## src/rtl/rvx_ram.sv

```systemverilog
`default_nettype none

module rvx_ram #(
  parameter int WIDTH = 8,
  parameter int DEPTH = 256
) (
  input  logic                       clk,
  input  logic                       we,
  input  logic [$clog2(DEPTH)-1:0]   waddr,
  input  logic [WIDTH-1:0]           wdata,
  input  logic                       re,
  input  logic [$clog2(DEPTH)-1:0]   raddr,
  output logic [WIDTH-1:0]           rdata
);

  logic [WIDTH-1:0] mem [DEPTH];

  // A read and a write to the same address in one cycle return the old data.
  always_ff @(posedge clk) begin
    if (re) begin
      rdata <= mem[raddr];
    end
    if (we) begin
      mem[waddr] <= wdata;
    end
  end

endmodule

`default_nettype wire

```

## config.mk

```make
export PLATFORM = sky130hd
export DESIGN_NAME = rvx_ram
export DESIGN_NICKNAME = d
export VERILOG_FILES = /design/src/rtl/rvx_ram.sv
export SDC_FILE = /design/constraint.sdc
export NUM_CORES = 2
export LEC_CHECK = 0
export BUFFER_PORTS_ARGS = -buffer_cell sky130_fd_sc_hd__buf_2
export CAP_MARGIN = 20
export CORE_UTILIZATION = 52
export CTS_BUF_LIST = sky130_fd_sc_hd__clkbuf_16
export DETAILED_ROUTE_END_ITERATION = 16
export PLACE_DENSITY = 0.74
export REMOVE_ABC_BUFFERS = 1
export SYNTH_ARGS = -nofsm -noshare
export SYNTH_HDL_FRONTEND = slang
export SYNTH_SLANG_ARGS = --single-unit
```

## constraint.sdc

```tcl
create_clock -name clk -period 3.7 [get_ports clk]
set_clock_uncertainty 0.2 [all_clocks]
set_input_delay 0.37 -clock clk [delete_from_list [all_inputs] [get_ports clk]]
set_output_delay 0.37 -clock clk [all_outputs]
set_load 0.01 [all_outputs]
```

==> summary.txt <==
Floorplanning
  • Io pins: 35
  • Core ar.: between 150000 and 200000 sq um
  • Die Y-Extent: 393 microns
  • Rows: 143
  • Initial core utilization: 52.4%
  • DIE AREA: 155000 sq um
  • Die X-Extent: 393 microns

Setup path
  • CP startpoint kind: register
  • Reg2reg setup slack: 420 ps
  • Crit end category: register
  • RR Endpoint: rdata[4]
  • CP Class: reg2reg
  • CP Launch Point: mem[86][4]
  • WP data arrival: 3630 ps
  • CP max stage delay: 920 ps
  • Worst R2R Path Depth: 6
  • Reg-to-reg critical path startpoint: mem[86][4]
  • Critical Path RT: about 4100 ps
  • Crit Path Max Fanout: 1
  • Crit-path slowest cell: nor4_1
  • Critical-path cell list: mux4_2 > mux4_2 > nor2b_1 > nor4_1 > buf_4 > nor4_1
  • Worst Setup EP: rdata[4]

Power
  • Pwr Total: between 40 and 50 mW
  • VDD IR max: about 0.00043 V
  • Leakage Power: 28.5 nW
  • Pwr/cell area: 523 nW/um^2

Synthesis
  • Fraction of registers with async set/reset: 0%
  • Number of distinct library cells after synthesis: 54
  • Sequential fraction of the synthesis area: between 70% and 80%
  • FF+latch count, synth: 2056
  • Post-synth EDFFs: 2056
  • Area of the mapped netlist: about 80000 sq um
  • Post-Synthesis Cells: 3733
  • Synthesis Warnings: 0
  • Syn Area/Cell: 21.3 sq um
  • Synth Flop Type: edfxtp_1

CTS
  • Clk buf depth: 3
  • Clock-pin slew on the worst setup and hold paths: 60 ps
  • TritonCTS clock tree: done
  • Worst-Skew Late Latency: 850 ps
  • H-tree lvl count: 4
  • Clock Sinks: just over 2000
  • Post-CTS Hold Fix Bufs: 7
  • Post_cts resized: 0
  • CTS buffer count: 195
  • Setup Fix Bufs, Post-CTS: 0
  • Clock root cell: clkbuf_16

Layout
  • Commonest non-fill, non-tap cell in the layout: edfxtp_1
  • Area occupied by multi-input gates: 16500 sq um
  • Register area: 61700 sq um
  • Fill count: slightly above 10000
  • Synthesis-to-finish area growth: 13.4%
  • Layout net count: 4105
  • Share of layout cells above drive strength 1: about a quarter
  • Most frequent cells in the layout: 2056 x edfxtp_1, 454 x mux4_2, 296 x buf_4

Timing
  • RSZ-0062 raised after global routing: no
  • F_max: 305 MHz
  • Final setup viols: 0
  • Fin crit share: 88.7%
  • Setup ws final: 418 ps
  • Min Tclk post-route: about 3300 ps
  • Max-slew violation count: 0
  • Fin. Hold Viols: 0
  • Measured slew at the worst slew-check pin: 1080 ps
  • Rel. slew slack: 27.9%

Global routing
  • Met3 Use GR: 5.50%
  • Met1 GRT Util: 34.7%
  • Gr ovfl total: 0
  • First-pass GRT wire length: approximately 280000 microns
  • Vias in the first global route: 40400
  • Total track usage: around a quarter
  • Met2 Track Usage GR: 39.7%
  • GRT Max-Usage Layer: met2
  • Initial antenna violation count: 15
  • Largest net degree at the start of global routing: 138

Placement
  • Post-Place Worst Slack: -345 ps
  • Input/output buffers: 34
  • Placer congestion estimate: 0.866
  • Post-DP HPWL: 118000 microns

Detailed routing
  • Wire per inst: 30.9 microns
  • WL final: 194000 microns
  • DR pass1 iterations: 9
  • Initial DRC Count: 5445
  • Via-to-Cell Ratio: 6.46
  • Vias: 40500
  • Final ANT Viol Nets: 0
  • # DRC: 0

Min path
  • Hold WC Path Type: in2reg

Flow run
  • Max-cap check violation count: 0

Outcome
  • Status: finished clean
-- report_power, final --
part	switching, mW	internal (mW)	leakage (nW)
sequential	0.0374	25.7	18.5
clock	8.58	10.5	3.11
combinational	1.52	0.882	6.92
total	10.1	37.1	28.5
-- worst min-delay path by stage --
| stage | start | end | slack [ps] | cells after the start |
|---|---|---|---|---|
| finish | wdata[6] | mem[56][6] | 50 | 1 |
| global route | waddr[1] | mem[167][1] | 80 | 3 |
| CTS | waddr[1] | mem[167][1] | 9 | 3 |
| detailed placement | wdata[4] | mem[78][4] | 640 | 1 |
| global placement | wdata[4] | mem[78][4] | 630 | 1 |
| floorplan | wdata[0] | mem[0][0] | 270 | 0 |
-- through the flow --
step | hold WS [ps] | cell area (sq um) | util [%] | TNS, ps | cells
4_1_cts | 9.08 | 90300 | 59.5 | 0 | 6267
5_1_grt | 82.6 | 90300 | 59.5 | 0 | 6269
6_report | 54.5 | 90300 | 59.5 | 0 | 6272
2_1_floorplan | 269 | 78200 | - | 0 | 3500
3_5_place_dp | 636 | 84100 | 55.4 | -981 | 5904
3_3_place_gp | 627 | 84100 | 55.4 | -802 | 5904
-- Yosys cell counts (5+ instances only) --
| cell | n | area (sq um) |
|---|---|---|
| buf_12 | 8 | 160 |
| mux2i_1 | 134 | 1340 |
| and2_1 | 6 | 37.5 |
| nand2_1 | 33 | 124 |
| buf_6 | 21 | 236 |
| a22o_1 | 8 | 70.1 |
| nor4_1 | 24 | 150 |
| clkbuf_1 | 111 | 417 |
| o22a_1 | 5 | 43.8 |
| a22oi_1 | 133 | 998 |
| nand4_1 | 10 | 62.6 |
| o22ai_1 | 28 | 175 |
| o221ai_1 | 46 | 403 |
| nand2b_1 | 8 | 50.1 |
| o21ai_0 | 10 | 50.1 |
| o211ai_1 | 10 | 75.1 |
| buf_1 | 22 | 82.6 |
| mux4_2 | 454 | 10200 |
| a21oi_1 | 96 | 480 |
| buf_2 | 31 | 155 |
| nor2_1 | 282 | 1060 |
| a221oi_1 | 13 | 114 |
| nand3_1 | 34 | 170 |
| nor3_1 | 22 | 110 |
| buf_8 | 13 | 195 |
| a211oi_1 | 16 | 120 |
| nor2b_1 | 31 | 194 |
| buf_4 | 27 | 203 |
| edfxtp_1 | 2056 | 61700 |
-- sequential cells by signal (all words and copies together) (netlist names) --
signal,flops
mem,2048
rdata,8
-- critical path, delay by kind of cell (launching register included) --
family        cells  cell delay [ps]
buf+inv           1              250
mux               2             1000
simple gates      3             1140
flops             1              410
-- per-layer routing --
layer | wire length (microns) | up-vias
li1 | - | 16400
met1 | 72100 | 21200
met2 | 94600 | 2484
met3 | 20200 | 392
met4 | 6560 | 16
met5 | 111 | -
-- cells by family (layout without fill, tap and decap cells) --
| family | count (synthesis) | after routing | share of synthesized area (%) |
|---|---|---|---|
| flip-flops | 2056 | 2056 | 77.5 |
| multiplexers | 591 | 591 | 14.6 |
| AND/OR/NAND/NOR | 466 | 466 | 2.63 |
| AO/OA/AOI/OAI | 385 | 385 | 3.42 |
| buffers and inverters | 235 | 739 | 1.83 |
| other | 0 | 5 | 0 |
-- layout make-up --
class                           instances  area share (%)
Multi-Input combinational cell       1442            18.2
Timing Repair Buffer                  381            3.82
Sequential cell                      2056            68.3
Clock inverter                        159            1.30
Tap cell                             2030            2.81
Clock buffer                          197            5.46
Antenna cell                            5          0.0139
Inverter                                2         0.00831
No activity file was read; power rests on OpenSTA's default activity.
